===== src/hdl/atsb_pkg.sv =====
// shared types and constants for the affine texture span blend unit
// no dependencies
`timescale 1ns / 1ps
package atsb_pkg;

	// texture memory size in bytes
	localparam int TEX_BYTES = 65536;

	typedef enum logic [2:0] {
		REQ_TEX_LOAD   = 3'd0,
		REQ_BLEND_LOAD = 3'd1,
		REQ_BLEND_PRES = 3'd2,
		REQ_PAL_LOAD   = 3'd3,
		REQ_SPAN       = 3'd4,
		REQ_PIXEL      = 3'd5,
		REQ_RSVD6      = 3'd6,
		REQ_RSVD7      = 3'd7
	} req_t;

	localparam logic [2:0] CFG_TRANSPARENT = 3'd0;
	localparam logic [2:0] CFG_POW2        = 3'd1;
	localparam logic [2:0] CFG_PALETTE     = 3'd2;
	localparam logic [2:0] CFG_WIDTH_LOG2  = 3'd3;
	localparam logic [2:0] CFG_ADDR_MASK   = 3'd4;
	localparam logic [2:0] CFG_ROW_BYTES   = 3'd5;

	// classified word handed from front to back
	typedef struct packed {
		req_t        req;
		logic [15:0] addr;
		logic [7:0]  data;
		logic [7:0]  dest;
		logic        reject;
		logic [15:0] pixels;
		logic [31:0] u_step;
		logic [31:0] v_step;
		logic [31:0] left_u;
		logic [31:0] left_v;
	} cmd_t;

	// result word
	typedef struct packed {
		logic [7:0]  pixel;
		logic        we;
		logic        reject;
		logic [15:0] pixels;
	} res_t;

endpackage


===== src/hdl/atsb_fifo.sv =====
// short command queue between front and back
// depends on atsb_pkg
`timescale 1ns / 1ps
module atsb_fifo
	import atsb_pkg::*;
(
	input  logic clk,
	input  logic arst_n,
	input  logic push,
	input  cmd_t push_cmd,
	output logic full,
	input  logic pop,
	output logic empty,
	output cmd_t head
);
	cmd_t       mem_q [4];
	logic [1:0] wp_q, rp_q;
	logic [2:0] n_q;

	assign full  = n_q >= 3'd2; // leaves room for the in-flight push
	assign empty = n_q == 3'd0;
	assign head  = mem_q[rp_q];

	// pointers and fill count
	always_ff @(posedge clk or negedge arst_n) begin
		if (!arst_n) begin
			wp_q <= '0;
			rp_q <= '0;
			n_q  <= '0;
		end else begin
			if (push) wp_q <= wp_q + 2'd1;
			if (pop)  rp_q <= rp_q + 2'd1;
			n_q <= n_q + {2'd0, push} - {2'd0, pop};
		end
	end

	always_ff @(posedge clk) begin
		if (push) mem_q[wp_q] <= push_cmd;
	end
endmodule


===== config.mk =====
export PLATFORM = sky130hd
export DESIGN_NAME = atsb_fifo
export DESIGN_NICKNAME = d
export VERILOG_FILES = /design/src/hdl/atsb_pkg.sv /design/src/hdl/atsb_fifo.sv
export SDC_FILE = /design/constraint.sdc
export NUM_CORES = 1
export LEC_CHECK = 0
export BUFFER_PORTS_ARGS = -buffer_cell sky130_fd_sc_hd__buf_2
export CORE_ASPECT_RATIO = 1.1
export CORE_MARGIN = 5
export CORE_UTILIZATION = 45
export DETAILED_ROUTE_END_ITERATION = 12
export GPL_TIMING_DRIVEN = 0
export PLACE_DENSITY = 0.71
export SLEW_MARGIN = 25
export SYNTH_ARGS = -nofsm -noshare
export SYNTH_HDL_FRONTEND = slang
export SYNTH_SLANG_ARGS = --single-unit

===== constraint.sdc =====
create_clock -name clk -period 7.4 [get_ports clk]
set_input_delay 1.85 -clock clk [delete_from_list [all_inputs] [get_ports clk]]
set_output_delay 1.85 -clock clk [all_outputs]
set_load 0.005 [all_outputs]

; Word level (Yosys, flattened, before mapping)
; Memory sizes are Yosys's and may differ from the RTL's.
; Index checks and enable logic that the tools add are counted.
[classes]
addsub = 4
magnitude_cmp = 1
muxes = 2
n_reduce_logical = 1
[ops]
columns = op, n
row1 = adder 2 x 1 -> 2 bit (second input constant), 2
row2 = adder 3 x 1 -> 3 bit, 1
row3 = greater-or-equal comparator 3 x 2 -> 1 bit (second input constant), 1
row4 = zero test 3 bit, 1
row5 = subtractor 3 x 1 -> 3 bit, 1
row6 = 2-to-1 mux 1 bit, 2
[totals]
register_bits = 7
ram_bits = 720
out_inout_bits = 182
wordCells = 12
n_memories = 1
[memory_table]
columns = name, words, width, read_ports, rd_ports_with_merged_regs, write_ports, line
row1 = mem_q, 4, 180, 1, 0, 1, atsb_fifo.sv:16  ; cmd_t mem_q [4];

; Depth between registers and ports, before layout
[logic_depth]
ltp_word = 2
ltp_mapped = 7
depth_no_buf = 7

; Worst setup path before layout
; OpenSTA, ideal clock, no wires.
[synth_timing]
kind = in2reg
from = in push
to = mem mem_q[0][0] in the netlist's numbering (enable)
setup_ns = 0.562
t_arrival_ns = 5.918
t_required_ns = 6.838
slack_ns = 0.920
stages = 1
n_path_buf = 0
path_cell_list = and2_1
[synth_between]
elab_chain_cells = 2
[synth_lines]
columns = element, line
row1 = "start, declared", atsb_fifo.sv:9  ; input logic push,
row2 = 2-to-1 mux 1 bit, atsb_fifo.sv:38  ; if (push) mem_q[wp_q] <= push_cmd;
row3 = 2-to-1 mux 1 bit (not written as such), atsb_fifo.sv:38
row4 = "end, declared", atsb_fifo.sv:16
; No other way between the ends.

==> results.cfg <==
[die]
fp.dieH_um = 264.0
core_region_area_mm2 = 0.05830
die-area_mm2 = 0.06361
initial_utilization_pct = 45.28
ios = 366
die_x_um = 240.9
std_cell_rows = 93

[global_route]
grt_pass1_vias = 13010
grt_usage_pct = 16.94
antenna_found_initial = 14
grt_pass1_wl_um = 80990
globalRouteOverflowTotal = 0
grt_max_degree = 42

[layout]
final_core_util_pct = 54.87
area_growth_pct = 21.17
drive_above_1_share_pct = 47.79
num-fill-cells = 4339
nets = 1627

[synthesis]
ys_seq_elements = 727
synthDominantCellAreaShare_pct = 81.90
yosys.cell_types.count = 15
synth_commonest_cells = edfxtp_1, mux4_2, buf_2, buf_6, inv_1
async_reset_ff_share_pct = 0.9629
synthCells = 976
synth_most_common_cell = edfxtp_1
synth_area_leaders = edfxtp_1, mux4_2, buf_6
ys_dominant_reg_cell = edfxtp_1
synth_edf_count = 720
yosys_warnings = 0
syn-num-nets = 1168
synth_area_mm2 = 0.02640
avgSynthCellArea_um2 = 27.05
yosysTopAreaCell = edfxtp_1
synth-seq-area-share_pct = 82.57

[worst_hold_path]
whs_path_depth = 1
min_path_type = register to register

[timing]
relSlewSlack_pct = 58.79
setup_ws_ps = 2986
fmax_mhz = 226.6
drv_slew = 0
fin_hold_ws_ps = 534.6
hold_viol = 0
tightest_slew_ps = 618.2
period_minus_slack_ps = 4414
setup_viol = 0
post-route-period-util_pct = 59.64
rsz0062_at_grt = false
skew_ps = 21.27

[clocking]
cts_max_level = 3
postCtsHoldBufs = 0
root_buffer = clkbuf_16
path_clk_slew_ps = 60
cts_made_buffers = 74
cts_tree = done
cts_sinks = 727
postCtsSetupBuffers = 0
ctsResizeCount = 0
cts_max_path_buffers = 3
insertion_delay_ps = 600

[power_and_ir_drop]
leakage_nw = 10.96
power_density_mw_per_mm2 = 398.4
vdd_drop_max_mv = 0.2864
finalPower_mw = 12.74

[drt]
totalWireLength_um = 54100
route.vias.total = 11948
drt_iter0_drc = 689
route.detailed.drc = 0
viasPerCell = 5.289
dr.pass1.iters = 5
final_antenna_net_count = 0
wire_per_inst_um = 23.95

[worst_setup_path]
reg2reg_to = mem_q[3][82]$_DFFE_PP_
crit_required_ps = 5550
cp-start-kind = register
critPathCapture = head[122]
timing.critical_path.from = rp_q[1]$_DFFE_PN0P_
slowest_delay_ps = 420
crit_chain = buf_2, buf_2, buf_2, mux4_2, buf_2
rr_startpoint = wp_q[0]$_DFFE_PN0P_
end_kind = output port
cp_max_fo = 10
path_class = register to output port
cpMaxStageDelayCell = buf_2
ff2ff_path_depth = 5
cpMostUsedCell = buf_2
cp.arrival_ps = 2560
reg2reg_slack_ps = 5050

[place]
portBuffers = 365
globalplace.congestion = 0.7291
dp_hpwl_um = 35950
pre_cts_ws_ps = 3455

[outcome]
outcome = finished clean

[job]
maxCapViolations = 0
## cells in the final DEF (no fill, tap or decap), types with 7 or more instances in the layout
cell type and n:
edfxtp_1 720, buf_2 385, mux4_2 180, clkbuf_16 76
buf_6 20, clkinv_2 16, clkbuf_1 15, clkinv_1 13
buf_16 11, inv_1 8, ha_1 7, buf_12 7
dfrtp_1 7
## sequential cells by signal, summed over array words and instances, names as in the netlist
name,count
wp_q,2
rp_q,2
mem_q,720
n_q,3
## report_power, final
| part | switching, mW | internal [mW] | total (mW) | leakage (nW) |
|---|---|---|---|---|
| registers | 0.149 | 5.37 | 5.52 | 6.69 |
| clock network | 1.50 | 2.07 | 3.57 | 1.15 |
| logic | 1.89 | 1.76 | 3.65 | 3.11 |
## worst min-delay path by stage
stage	start	to	slack, ps
after floorplan	wp_q[0]$_DFFE_PN0P_	wp_q[0]$_DFFE_PN0P_	490
after global placement	wp_q[0]$_DFFE_PN0P_	wp_q[0]$_DFFE_PN0P_	510
after detailed placement	wp_q[0]$_DFFE_PN0P_	wp_q[0]$_DFFE_PN0P_	530
after CTS	wp_q[0]$_DFFE_PN0P_	wp_q[0]$_DFFE_PN0P_	540
after global routing	wp_q[0]$_DFFE_PN0P_	wp_q[0]$_DFFE_PN0P_	550
final	wp_q[0]$_DFFE_PN0P_	wp_q[0]$_DFFE_PN0P_	530
## cells by family after synthesis
logic type | synth area share [%]
AO/OA/AOI/OAI | 0.04739
adder cells (fa/ha/maj) | 0.4076
flip-flops | 82.57
buffers and inverters | 1.346
multiplexers | 15.36
AND/OR/NAND/NOR | 0.1422
XOR/XNOR | 0.1327
## through the flow
step	area, um2	instances	TNS [ps]
6_report	31990	2259	0
5_1_grt	31980	2257	0
4_1_cts	31970	2254	0
3_5_place_dp	29630	2119	0
3_3_place_gp	29180	2101	-2045730
2_1_floorplan	26400	976	0
## worst max-delay path, delay by kind of cell (launching register included)
| kind | cells | cell delay, ps |
|---|---|---|
| buffers and inverters | 4 | 1250 |
| flip-flops | 1 | 320 |
| multiplexers | 1 | 370 |
## area by class of cell
| class | instances | area [um2] | share of cell area, % |
|---|---|---|---|
| sequential | 727 | 21800 | 68.14 |
| clock buffer | 91 | 1958 | 6.122 |
| tap | 760 | 950.9 | 2.973 |
| inverter | 8 | 30.03 | 0.09388 |
| clock inverter | 44 | 386.6 | 1.209 |
| timing repair buffer | 383 | 2270 | 7.096 |
| multi-input combinational | 201 | 4257 | 13.31 |
| antenna | 5 | 12.51 | 0.03912 |
| buffer | 40 | 325.3 | 1.017 |
## layer usage
metal,wire length [um],track usage (%),part of all wire (%),vias up
met4,1243,5.384,2.3,14
met5,85,0,0.16,-
met1,20310,21.03,38,6307
met2,28430,28.85,53,352
met3,4035,4.959,7.5,97
li1,-,-,-,5178
Power figures use the tool's default switching activity.
