## config.mk

```make
export PLATFORM = sky130hd
export DESIGN_NAME = atsb_front
export DESIGN_NICKNAME = d
export VERILOG_FILES = /design/src/hdl/atsb_pkg.sv /design/src/hdl/atsb_div.sv /design/src/hdl/atsb_front.sv
export SDC_FILE = /design/constraint.sdc
export NUM_CORES = 1
export LEC_CHECK = 0
export ABC_CLOCK_PERIOD_IN_PS = 4500
export BUFFER_PORTS_ARGS = -buffer_cell sky130_fd_sc_hd__buf_2
export CAP_MARGIN = 10
export CORE_MARGIN = 1
export CORE_UTILIZATION = 35
export DETAILED_ROUTE_END_ITERATION = 10
export PLACE_DENSITY = 0.59
export SYNTH_ARGS = -nofsm -noshare
export SYNTH_HDL_FRONTEND = slang
export SYNTH_SLANG_ARGS = --single-unit
export TNS_END_PERCENT = 5
```

## constraint.sdc

```tcl
create_clock -name clk -period 4.5 [get_ports clk]
set_input_delay 0.225 -clock clk [delete_from_list [all_inputs] [get_ports clk]]
set_output_delay 0.225 -clock clk [all_outputs]
set_load 0.02 [all_outputs]
```

## src/hdl/atsb_pkg.sv

```systemverilog
// shared types and constants for the affine texture span blend unit
// no dependencies
`timescale 1ns / 1ps
package atsb_pkg;

	// texture memory size in bytes
	localparam int TEX_BYTES = 65536;

	typedef enum logic [2:0] {
		REQ_TEX_LOAD   = 3'd0,
		REQ_BLEND_LOAD = 3'd1,
		REQ_BLEND_PRES = 3'd2,
		REQ_PAL_LOAD   = 3'd3,
		REQ_SPAN       = 3'd4,
		REQ_PIXEL      = 3'd5,
		REQ_RSVD6      = 3'd6,
		REQ_RSVD7      = 3'd7
	} req_t;

	localparam logic [2:0] CFG_TRANSPARENT = 3'd0;
	localparam logic [2:0] CFG_POW2        = 3'd1;
	localparam logic [2:0] CFG_PALETTE     = 3'd2;
	localparam logic [2:0] CFG_WIDTH_LOG2  = 3'd3;
	localparam logic [2:0] CFG_ADDR_MASK   = 3'd4;
	localparam logic [2:0] CFG_ROW_BYTES   = 3'd5;

	// classified word handed from front to back
	typedef struct packed {
		req_t        req;
		logic [15:0] addr;
		logic [7:0]  data;
		logic [7:0]  dest;
		logic        reject;
		logic [15:0] pixels;
		logic [31:0] u_step;
		logic [31:0] v_step;
		logic [31:0] left_u;
		logic [31:0] left_v;
	} cmd_t;

	// result word
	typedef struct packed {
		logic [7:0]  pixel;
		logic        we;
		logic        reject;
		logic [15:0] pixels;
	} res_t;

endpackage

```

## src/hdl/atsb_div.sv

```systemverilog
// iterative signed divider for 16.16 span steps, one quotient bit per cycle
// depends on atsb_pkg
`timescale 1ns / 1ps
module atsb_div
	import atsb_pkg::*;
(
	input  logic        clk,
	input  logic        arst_n,
	input  logic        start,
	input  logic [32:0] delta,
	input  logic [32:0] dx,
	output logic        done,
	output logic [31:0] quot
);
	// |delta|*65536 < 2^49, quotient up to 49 bits
	localparam int NB = 49;

	logic [NB-1:0] num_q;
	logic [NB-1:0] q_q;
	logic [33:0]   rem_q;
	logic [32:0]   den_q;
	logic          neg_q;
	logic          busy_q;
	logic [5:0]    cnt_q;
	logic [33:0]   trial;
	logic [NB:0]   sq;

	assign trial = {rem_q[32:0], num_q[NB-1]} - {1'b0, den_q};

	always_ff @(posedge clk or negedge arst_n) begin
		if (!arst_n) begin
			busy_q <= 1'b0;
			done   <= 1'b0;
			cnt_q  <= '0;
		end else begin
			done <= 1'b0;
			if (start) begin
				busy_q <= 1'b1;
				cnt_q  <= 6'(NB);
			end else if (busy_q) begin
				cnt_q <= cnt_q - 6'd1;
				if (cnt_q == 6'd1) begin
					busy_q <= 1'b0;
					done   <= 1'b1;
				end
			end
		end
	end

	// restoring division datapath
	always_ff @(posedge clk) begin
		if (start) begin
			num_q <= {(delta[32] ? 33'(-delta) : delta), 16'd0};
			den_q <= dx;
			rem_q <= '0;
			q_q   <= '0;
			neg_q <= delta[32];
		end else if (busy_q) begin
			num_q <= {num_q[NB-2:0], 1'b0};
			if (!trial[33]) begin
				rem_q <= trial;
				q_q   <= {q_q[NB-2:0], 1'b1};
			end else begin
				rem_q <= {rem_q[32:0], num_q[NB-1]};
				q_q   <= {q_q[NB-2:0], 1'b0};
			end
		end
	end

	// sign and saturate
	always_comb begin
		sq = neg_q ? (NB+1)'(-{1'b0, q_q}) : {1'b0, q_q};
		if (!neg_q && q_q > NB'(32'h7fff_ffff))
			quot = 32'h7fff_ffff;
		else if (neg_q && q_q > NB'(33'h8000_0000))
			quot = 32'h8000_0000;
		else
			quot = sq[31:0];
	end
endmodule

```

## src/hdl/atsb_front.sv

```systemverilog
// front end: accepts words, computes span setup, pushes commands
// depends on atsb_pkg, atsb_div
`timescale 1ns / 1ps
module atsb_front
	import atsb_pkg::*;
(
	input  logic        clk,
	input  logic        arst_n,
	input  logic        in_valid,
	output logic        in_stall,
	input  logic [2:0]  req_type,
	input  logic [15:0] addr,
	input  logic [7:0]  data,
	input  logic [31:0] left_u,
	input  logic [31:0] right_u,
	input  logic [31:0] left_v,
	input  logic [31:0] right_v,
	input  logic [31:0] left_x,
	input  logic [31:0] right_x,
	input  logic [7:0]  dest_pixel,
	output logic        push,
	output cmd_t        push_cmd,
	input  logic        q_full
);
	typedef enum logic [1:0] {ST_IDLE, ST_DIVU, ST_DIVV, ST_PUSH} st_t;

	st_t         st_q;
	cmd_t        cmd_q;
	logic [32:0] du_q, dv_q, dx_q;
	logic        div_start, div_done;
	logic [32:0] div_delta;
	logic [31:0] quot;
	logic        acc;
	logic [32:0] dx;
	logic [33:0] cl, cr;
	logic [17:0] fl, fr;
	logic [18:0] cnt;
	cmd_t        dcmd;

	assign in_stall = (st_q != ST_IDLE) || q_full;
	assign acc      = in_valid && !in_stall;
	assign dx       = {right_x[31], right_x} - {left_x[31], left_x};

	// ceil counts
	always_comb begin
		cl  = {{2{left_x[31]}}, left_x} + 34'd65535;
		cr  = {{2{right_x[31]}}, right_x} + 34'd65535;
		fl  = cl[33:16];
		fr  = cr[33:16];
		cnt = {fr[17], fr} - {fl[17], fl};
		dcmd        = '0;
		dcmd.req    = req_t'(req_type);
		dcmd.addr   = addr;
		dcmd.data   = data;
		dcmd.dest   = dest_pixel;
		dcmd.left_u = left_u;
		dcmd.left_v = left_v;
		dcmd.reject = dx[32] || (dx == '0);
		if (cnt[18])
			dcmd.pixels = '0;
		else if (cnt[17:16] != 2'd0)
			dcmd.pixels = 16'hffff;
		else
			dcmd.pixels = cnt[15:0];
	end

	assign div_start = (acc && req_t'(req_type) == REQ_SPAN && !dcmd.reject) ||
		(st_q == ST_DIVU && div_done);
	assign div_delta = (st_q == ST_DIVU) ? dv_q :
		({right_u[31], right_u} - {left_u[31], left_u});

	atsb_div u_div (
		.clk(clk), .arst_n(arst_n), .start(div_start),
		.delta(div_delta), .dx((st_q == ST_DIVU) ? dx_q : dx),
		.done(div_done), .quot(quot)
	);

	// span sequencer and push
	always_ff @(posedge clk or negedge arst_n) begin
		if (!arst_n) begin
			st_q <= ST_IDLE;
			push <= 1'b0;
		end else begin
			push <= 1'b0;
			unique case (st_q)
				ST_IDLE: begin
					if (acc) begin
						if (req_t'(req_type) == REQ_SPAN && !dcmd.reject)
							st_q <= ST_DIVU;
						else if (req_type != REQ_RSVD6 && req_type != REQ_RSVD7)
							push <= 1'b1;
					end
				end
				ST_DIVU: if (div_done) st_q <= ST_DIVV;
				ST_DIVV: if (div_done) st_q <= ST_PUSH;
				ST_PUSH: begin
					push <= 1'b1;
					st_q <= ST_IDLE;
				end
				default: st_q <= ST_IDLE;
			endcase
		end
	end

	always_ff @(posedge clk) begin
		if (acc) begin
			cmd_q <= dcmd;
			dx_q  <= dx;
			dv_q  <= {right_v[31], right_v} - {left_v[31], left_v};
		end
		if (st_q == ST_DIVU && div_done) cmd_q.u_step <= quot;
		if (st_q == ST_DIVV && div_done) cmd_q.v_step <= quot;
	end

	assign push_cmd = cmd_q;
endmodule

```

## Word level (Yosys, flattened, before mapping)

Cells that the tools add are included.

| storage, ports and cells | value |
|---|---|
| bits in latches | 0 |
| output and inout bits | 182 |
| bits in registers | 406 |
| memory bits (read-only) | 0 |
| logic and storage cells | 99 |
| bits of input ports | 231 |
| memories | 0 |
| RAM bits | 0 |

| cells by class | value |
|---|---|
| divide/modulo/power cells | 0 |
| multiplexer cells | 31 |
| shift-type cells | 0 |
| $mul | 0 |
| equality and inequality tests | 11 |
| bitwise gates (word level) | 0 |
| $lt $le $gt $ge | 2 |
| add/subtract/negate cells | 10 |
| reduce and logical (&&, ||, !) cells | 23 |

Operators by type and width:

| kind | number |
|---|---|
| 2-to-1 mux 32 bit | 5 |
| 2-to-1 mux 33 bit | 4 |
| 2-to-1 mux 128 bit | 1 |
| subtractor 32 x 32 -> 33 bit | 3 |
| 2-to-1 mux 49 bit | 2 |
| adder 32 x 17 -> 33 bit, second input constant | 2 |
| > comparator 49 x 31 -> 1 bit, second input constant | 1 |
| > comparator 49 x 32 -> 1 bit, second input constant | 1 |
| subtractor 34 x 33 -> 34 bit | 1 |
| logical NOT 33 bit | 1 |
| negation 33 bit | 1 |
| negation 32 bit | 1 |
| subtractor 17 x 17 -> 18 bit | 1 |
| 2-to-1 mux 16 bit | 1 |
| 2-to-1 mux 6 bit | 2 |
| 2-to-1 mux 1 bit | 10 |
| nonzero test 2 bit | 5 |
| logical AND 1 bit | 9 |
| 2-to-1 mux 2 bit | 4 |
| one-hot mux 2 bit (4 select lines) | 1 |
| equality test 6 x 1 -> 1 bit, second input constant | 1 |
| inequality test 3 bit, second input constant | 2 |
| subtractor 6 x 1 -> 6 bit, second input constant | 1 |
| equality test 2 bit, second input constant | 2 |
| 9 further kinds | 15 |

## Logic depth before layout (Yosys ltp)

Gate-level depths: netlist of run 1.

| logic depth | value |
|---|---|
| depth after elaboration | 8 |
| mapped depth | 19 |
| depth with buffers taken out | 18 |

## Modules after synthesis

From an unflattened synthesis of run 1, not the netlist that was laid out.

| unflattened totals | value |
|---|---|
| cell total of the unflattened synthesis | 2534 |
| area, all modules | 24891.4 sq um |

Modules (own cells, without submodules):

| module | seq. area each (sq um) | area each (sq um) | instances | cells each |
|---|---|---|---|---|
| atsb_front | 7462.2 | 15477.3 | 1 | 1495 |
| atsb_div | 3853.7 | 9414.0 | 1 | 1039 |

## Worst setup path before layout of run 1

OpenSTA, ideal clock, no wires.

| path | value |
|---|---|
| path kind | register to register |
| from | register st_q[0] |
| to | register dv_q[0] (enable) |
| slack | -0.380 ns |
| clock period less this slack | 4.880 ns |
| stages on the path, launching flop included | 5 |
| data required time | 3.967 ns |
| arrival time | 4.347 ns |
| cells stage by stage | dfrtp_1 -> inv_1 -> ha_1 -> nand3b_1 -> inv_1 |

| between the ends | value |
|---|---|
| word-level cells in the longest chain between the ends | 4 |

RTL lines:

| what | RTL line | RTL |
|---|---|---|
| from (decl) | atsb_front.sv:27 | `st_t st_q;` |
| from (signal assigned) | atsb_front.sv:81 | `st_q <= ST_IDLE;` |
| from (signal assigned) | atsb_front.sv:89 | `st_q <= ST_DIVU;` |
| from (signal assigned) | atsb_front.sv:94 | `ST_DIVU: if (div_done) st_q <= ST_DIVV;` |
| nonzero test 2 bit | atsb_front.sv:40 | `assign in_stall = (st_q != ST_IDLE) \|\| q_full;` |
| logical OR 1 bit | atsb_front.sv:40 |  |
| logical NOT 1 bit | atsb_front.sv:41 | `assign acc = in_valid && !in_stall;` |
| logical AND 1 bit | atsb_front.sv:41 |  |
| named net acc | atsb_front.sv:33 | `logic acc;` |
| to (signal assigned) | atsb_front.sv:109 | `dv_q <= {right_v[31], right_v} - {left_v[31], left_v};` |
| to (decl) | atsb_front.sv:29 | `logic [32:0] du_q, dv_q, dx_q;` |

The timed path passes the listed nets, and every way through them passes these cells.
A chain may end at the register's enable or synchronous reset.

## Worst setup path in the final report of run 1

| path | value |
|---|---|
| from | input port left_u[2] |
| to | register u_div.num_q[47], data pin |

| between the ends | value |
|---|---|
| word-level cells in the longest chain between the ends | 5 |

RTL lines:

| what | RTL line | RTL |
|---|---|---|
| from (decl) | atsb_front.sv:14 | `input logic [31:0] left_u,` |
| subtractor 32 x 32 -> 33 bit * | atsb_front.sv:70 | `({right_u[31], right_u} - {left_u[31], left_u});` |
| 2-to-1 mux 33 bit * | atsb_front.sv:69 | `assign div_delta = (st_q == ST_DIVU) ? dv_q :` |
| negation 33 bit | atsb_div.sv:53 | `num_q <= {(delta[32] ? 33'(-delta) : delta), 16'd0};` |
| 2-to-1 mux 33 bit * | atsb_div.sv:53 |  |
| 2-to-1 mux 49 bit * | atsb_div.sv:52 | `if (start) begin` |
| to (signal assigned) | atsb_div.sv:53 |  |
| to (signal assigned) | atsb_div.sv:59 | `num_q <= {num_q[NB-2:0], 1'b0};` |
| to (decl) | atsb_div.sv:18 | `logic [NB-1:0] num_q;` |

Every way passes the cells marked *; elsewhere a longest branch is shown, timed or not.

==> flow_summary.toml, run 1 <==
[synth]
seq_area_frac_synth_pct = 43.89
ys_ff_latch = 406
ys_async_sr_fraction_pct = 2.709
syn-num-nets = 3036
yosysTopAreaCellShare_pct = 36.45
synth_fa_ha_area_share_pct = 7.910
yosys.area.top_type = "edfxtp_1"
synth-simple-area-share_pct = 15.13
ys_types = 94
synth_edf_count = 313
syn_area_um2 = 25780
syn_avg_cell_area_um2 = 9.748
synth_most_common_cell = "edfxtp_1"
synth_compound_area_share_pct = 16.45
synthXorXnorAreaFrac_pct = 6.420
synth_top_cells_by_count = "313 x edfxtp_1, 255 x nor2_1, 213 x inv_1, 197 x nand2_1"
synth_top_flop_cell = "edfxtp_1"
synth_warnings = 0
synth_mux_area_share_pct = 5.212
synth_top_family_by_area = "compound AO/OA/AOI/OAI gates"
synth.area.top_cells = "edfxtp_1 36%, ha_1 7.5%, dfxtp_1 6.4%"
syn_inst = 2645

[pwr]
p_per_area_nw_per_um2 = 527.1
p_int_mw = 10.72
switching_share_pct = 36.74
power.switching_mw = 6.225
clockPowerShare_pct = 24.6
leakage_nw = 13.69
peakVddDrop_mv = 0.3093
comb_power_share_pct = 42.1
power_frac_seq_pct = 33.3

[sta]
rsz0062_at_grt = "no"
slew_viol_final = 0
finalSetupViolations = 0
clock.fmax_mhz = 234.4
clock_skew_ns = 0.02246
min_period_ns = 4.266
relSlewSlack_pct = 40.44
tightest_slew_ns = 0.8841
timing.final.crit_share_pct = 94.81
timing_hold_violations_final = 0

[placed_design]
dpl_cell_area_um2 = 29450
place.gp.congestion = 0.8671
io_buffers = 412
dp_hpwl_um = 49620
placed_cells = 4002

[critical_path]
worst-r2r-cell-count = 12
critPathMaxFanout = 6
max_stage_delay_ns = 0.53
r2r_slack_ns = 0.31
crit_path_start = "left_u[2]"
crit_family = "compound AO/OA/AOI/OAI gates"
r2r_start = "u_div.q_q[6]"
end_kind = "flop"
worstPathRequired_ns = 4.83
cp_num_buf_inv = 4
startpoint_type = "input pin"
worstPathArrival_ns = 4.59
critPathSlowestCell = "dlygate4sd3_1"
path_depth = 16
path_class = "input pin to flop"
worstReg2RegEnd = "push_cmd[70]"
crit_chain = "dlygate4sd3_1, buf_2, inv_1, ha_1, or2_2, o311a_1, o21ai_1, o2111ai_1, buf_4, a41oi_1, a2111oi_0, nor3_1, nor4bb_1, a31oi_1, xor2_1, mux2_1"
endpoint = "u_div.num_q[47]"

[route]
wirelength_um = 67200
ant_nets = 0
vias = 21140
dr.pass1.iters = 5
dr.first_iter.drc_count = 1135
vias_per_cell = 5.038
drc = 0
wl_per_cell_um = 16.02

[die]
ios = 413
die-area_um2 = 74760
die_y_um = 273.4
start_util_pct = 35.34
core_um2 = 72960
row_count = 99
die_x_um = 273.4

[final_layout]
final_area_um2 = 32150
syn_to_final_growth_pct = 24.68
final_nets = 3586
drive_gt1_share_pct = 21.54
fin_util_pct = 44.06
instances_no_fill = 4196

[clock_tree]
cts_root_buf = "clkbuf_16"
cts_buffers = 50
cts_sinks = 406
postCtsSetupRepairBufs = 0
clockBufferDepth = 3
cts_tree = "built"
htreeDepth = 2
clk_latency_ns = 0.59
clk_pin_slew_ns = 0.06

[worst_hold_path]
hold_start = "right_v[31]"
min_path_type = "input pin to flop"

[outcome]
status = "finished, final reports clean"

[global_route]
grt_max_degree = 100
grt_pass1_wl_um = 106200
grt-ovfl-total = 0
grtUsageTotal_pct = 17.37
antenna_found_initial = 0
grt_pass1_vias = 20320

[run]
cap_violations = 0
[repair_timing]
item,in CTS,in global routing
resized for setup,0,4
hold endpoints to repair,110,0
endpoints found under the setup margin,0,9
hold buffers,100,0
[flip-flops by register name, summed over array words and instances, names as in the netlist]
signal        count
push_cmd        180
u_div.den_q      33
dv_q             33
u_div.q_q        49
u_div.rem_q      33
st_q              2
u_div.done        1
u_div.num_q      33
u_div.neg_q       1
u_div.busy_q      1
u_div.cnt_q       6
dx_q             33
push              1
[cells by family after synthesis]
family,Yosys count
compound gates,641
xor+xnor,189
fa+ha+maj,160
buf+inv,326
flops,406
mux,129
simple gates,794
[cell usage in the layout (no fill, tap or decap), types with 28 or more instances in the layout]
cell             n
mux2i_1         87
a21oi_2         29
mux2_2          34
xnor2_1        142
edfxtp_1       313
buf_2          412
nand3_1         48
o21ai_0        132
a21o_1          52
inv_1          211
nor2_1         255
xor2_1          46
dfxtp_1         82
ha_1           154
nor3_1          42
a211oi_1        44
nand4_1         31
a21oi_1        155
clkbuf_16       51
buf_4           89
a31oi_1         28
dlygate4sd3_1  100
nand2_1        197
[through the flow]
| step | worst slack [ns] | setup TNS (ns) | total power, mW | hold WS (ns) |
|---|---|---|---|---|
| 3_3_place_gp | -0.1567 | -0.7166 | 12.72 | 0.1091 |
| 2_1_floorplan | -0.2804 | -10.82 | 10.91 | -0.07059 |
| 3_5_place_dp | -0.1343 | -0.6264 | 12.78 | 0.1055 |
| 6_report | 0.2337 | 0 | 16.94 | 0.08048 |
| 4_1_cts | 0.1207 | 0 | 17.11 | 0.04551 |
| 5_1_grt | 0.01077 | 0 | 18.09 | 0.07768 |
[worst min path at each step]
stage          cells after the start  slack (ns)        endpoint
3_3_place_gp                       1        0.11  u_div.cnt_q[4]
4_1_cts                            3        0.05        dv_q[32]
5_1_grt                            3        0.08        dv_q[32]
3_5_place_dp                       1        0.11    u_div.busy_q
6_report                           3        0.08        dv_q[32]
2_1_floorplan                      0       -0.07            push
[per-layer routing]
layer | share of wire (%) | vias to the layer above | GRT usage [%] | wire (µm)
met3 | 4.4 | 73 | 3.114 | 2941
met2 | 47 | 416 | 29.13 | 31670
met5 | 0 | - | 0 | 0
met4 | 1.5 | 0 | 3.661 | 1037
met1 | 47 | 9906 | 23.25 | 31550
li1 | - | 10750 | - | -
[power by group through the flow]
stage / Sequential, mW / Combinational [mW] / Clock [mW]
floorplan: 5.68 / 5.23 / 0
global placement: 5.71 / 7.01 / 0
detailed placement: 5.72 / 7.07 / 0
CTS: 5.65 / 7.17 / 4.28
global route: 5.76 / 7.93 / 4.41
finish: 5.65 / 7.13 / 4.17
[area by class of cell]
class / instances / area, µm²
antenna: 1 / 2.502
clock buffer: 68 / 1370
clock inverter: 25 / 317.8
fill: 7069 / 40810
inverter: 215 / 810.8
multi-input combinational: 1913 / 13240
sequential: 406 / 11320
tap: 959 / 1200
timing repair buffer: 609 / 3891
[tightest hold or removal path: cells and delay by family]
family,cells,cell delay [ns]
fa+ha+maj,1,0.15
compound gates,1,0.11
buf+inv,1,0.08
Power figures use the tool's default switching activity.
==> inputs of run 2 (changes only) <==
--- a/config.mk
+++ b/config.mk
@@ -9,10 +9,11 @@
 export BUFFER_PORTS_ARGS = -buffer_cell sky130_fd_sc_hd__buf_2
 export CAP_MARGIN = 10
 export CORE_MARGIN = 1
-export CORE_UTILIZATION = 35
+export CORE_UTILIZATION = 40
 export DETAILED_ROUTE_END_ITERATION = 10
-export PLACE_DENSITY = 0.59
+export PLACE_DENSITY = 0.65
 export SYNTH_ARGS = -nofsm -noshare
 export SYNTH_HDL_FRONTEND = slang
+export SYNTH_HIERARCHICAL = 1
 export SYNTH_SLANG_ARGS = --single-unit
 export TNS_END_PERCENT = 5
==> flow_summary.toml, run 2 <==
[final_layout]
fillers = 5533
largest_reg_flops = 180
final_common_cell = "buf_2"
multi_input_area_um2 = 12740
drive_gt1_share_pct = 24.02
final_area_um2 = 32000
instances_no_fill = 4055
syn_to_final_growth_pct = 28.55
final_nets = 3569
final_cell_mix = "412 x buf_2, 313 x edfxtp_1, 219 x nor2_1"
register_area_um2 = 11320
fin_util_pct = 51.95

[synth]
syn-num-nets = 2925
seq_area_frac_synth_pct = 45.46
ys_async_sr_fraction_pct = 2.709
synth_top_cells_by_count = "313 x edfxtp_1, 220 x nor2_1, 199 x inv_1, 187 x nand2_1, 175 x a21oi_1"
ys_ff_latch = 406
yosysTopAreaCellShare_pct = 37.76
syn_inst = 2534
ys_types = 85
synth_top_flop_cell = "edfxtp_1"
yosys.area.top_type = "edfxtp_1"
syn_avg_cell_area_um2 = 9.823
synth_edf_count = 313
synth.area.top_cells = "edfxtp_1 38%, ha_1 7.8%, dfxtp_1 6.6%"
synth_warnings = 6
synth_most_common_cell = "edfxtp_1"
syn_area_um2 = 24890

[clock_tree]
clk_pin_slew_ns = 0.06
cts_tree = "built"
clockBufferDepth = 3
clk_latency_ns = 0.61
cts_buffers = 48
cts_root_buf = "clkbuf_16"
cts_sinks = 406
htreeDepth = 2

[route]
wirelength_um = 69200
wl_per_cell_um = 17.06
vias_per_cell = 5.223
drc = 0
dr.pass1.iters = 6
dr.first_iter.drc_count = 1106
vias = 21180
ant_nets = 0

[sta]
finalSetupViolations = 0
timing.final.crit_share_pct = 97.45
clock_skew_ns = 0.02415
rsz0062_at_grt = "yes"
tightest_slew_ns = 1.175
min_period_ns = 4.385
clock.fmax_mhz = 228.0
fin_ws_ns = 0.1147
timing_hold_violations_final = 0
slew_viol_final = 0
relSlewSlack_pct = 21.40

[pwr]
peakVddDrop_mv = 0.3728
p_per_area_nw_per_um2 = 496.8
comb_power_share_pct = 39.3
power.switching_mw = 5.825
power_frac_seq_pct = 36.0
leakage_nw = 13.83
switching_share_pct = 36.65
p_int_mw = 10.07
clockPowerShare_pct = 24.7

[die]
start_util_pct = 40.41
die-area_um2 = 63230
die_y_um = 251.5
core_um2 = 61600
row_count = 91
ios = 413
die_x_um = 251.5

[placed_design]
dp_slack_ns = -0.7709
place.gp.congestion = 0.8950
dpl_cell_area_um2 = 29310
dp_hpwl_um = 51720
io_buffers = 412
placed_cells = 3863

[global_route]
grt_pass1_vias = 21130
antenna_found_initial = 8
grtUsageTotal_pct = 21.41
grt_max_degree = 141
grt_pass1_wl_um = 109900
grt-ovfl-total = 0

[run]
cap_violations = 0

[critical_path]
worstPathArrival_ns = 4.73
path_class = "input pin to flop"
end_kind = "flop"
max_stage_delay_ns = 0.56
worstPathRequired_ns = 4.84
critPathMaxFanout = 3
critPathSlowestCell = "or4_1"
cp_num_buf_inv = 2
crit_chain = "buf_2, inv_1, ha_1, a21oi_1, a21boi_1, o21ai_1, or4b_4, a211oi_4, nor2_1, a31oi_1, nor2b_1, o21a_1, nor3_2, o41ai_1, or4_1, or4_1, or2_2, or3_1, o31ai_2, xor2_1, a21oi_1"
startpoint_type = "input pin"
crit_family = "simple AND/OR/NAND/NOR gates"

[worst_hold_path]
min_path_type = "input pin to flop"

[outcome]
status = "finished, final reports clean"
[run 2: changes by cell type after synthesis, moves of 11 or more]
cell	before	now
xor2_1	46	101
xnor2_1	143	101
inv_1	213	199
a21oi_1	155	175
mux2_2	34	20
a21oi_2	29	0
a31oi_1	29	18
nor2_1	255	220
and3_1	27	80
[run 2: path summary, 6_finish.rpt]
check                                     start              end  slack (ns)  cells after the start
worst min-delay path                right_v[29]         dv_q[29]        0.08                      3
worst max register to register          st_q[1]  u_div/num_q[46]        0.58                     11
min in group asynchronous                arst_n     u_div/busy_q        0.09                      2
max in group asynchronous                arst_n     u_div/busy_q        4.19                      2
worst max-delay path                 left_u[12]  u_div/num_q[46]        0.11                     21
worst min register to register  u_div/rem_q[24]  u_div/rem_q[24]        0.50                      2
[run 2: layout make-up]
type / instances / area share (%)
antenna: 4 / 0.03128
sequential: 406 / 35.38
timing repair buffer: 695 / 14.22
inverter: 200 / 2.409
clock buffer: 56 / 3.914
tap: 837 / 3.273
clock inverter: 30 / 0.9776
multi-input combinational: 1827 / 39.80
[run 2: cell families (layout without fill, tap and decap cells)]
logic type	after synthesis	count (layout)	synth area share [%]
and+or+nand+nor	769	769	15.29
xor gates and xnor gates	202	202	7.108
adders and majority gates	160	160	8.193
other	0	4	0
AOI/OAI and AO/OA	592	592	15.03
DFF	406	406	45.46
muxes	104	104	4.283
buffers and inverters	301	981	4.640
[run 2: per-layer routing]
| metal | vias to the layer above | routed length (µm) | global-route usage (%) |
|---|---|---|---|
| met5 | - | 70 | 0 |
| met1 | 9992 | 29750 | 26.56 |
| li1 | 10490 | - | - |
| met2 | 559 | 33510 | 37.43 |
| met3 | 132 | 3695 | 4.003 |
| met4 | 12 | 2171 | 6.882 |
[run 2: metrics by stage]
stage          total power [mW]   TNS, ns  hold slack (ns)
2_1_floorplan             9.997    -9.640         -0.07059
3_3_place_gp              11.71    -46.05           0.1108
3_5_place_dp              11.89    -44.94           0.1084
4_1_cts                   15.97         0          0.04333
5_1_grt                   16.92  -0.04409          0.08718
6_report                  15.90         0          0.08166
[run 2: tightest hold or removal path, stage by stage]
cell	delay [ns]
buf_2	0.08
ha_1	0.15
xnor2_1	0.11
[run 2: repair_timing]
| item | 4_1_cts | 5_1_grt |
|---|---|---|
| hold buffers | 100 | 0 |
| cloned | 0 | 0 |
| endpoints found under the hold margin | 111 | 0 |
| gates resized for setup | 6 | 18 |
| pin swaps | 1 | 5 |
| setup buffers | 1 | 1 |
| endpoints found under the setup margin | 3 | 10 |
[run 2: power groups by stage]
stage                     combinational, mW  clock [mW]  sequential, mW
after floorplan                        4.33           0            5.67
after global routing                   6.94        4.15            5.84
after CTS                              6.23        4.03            5.72
final                                  6.24        3.93            5.72
after global placement                 5.96           0            5.74
after detailed placement               6.11           0            5.78
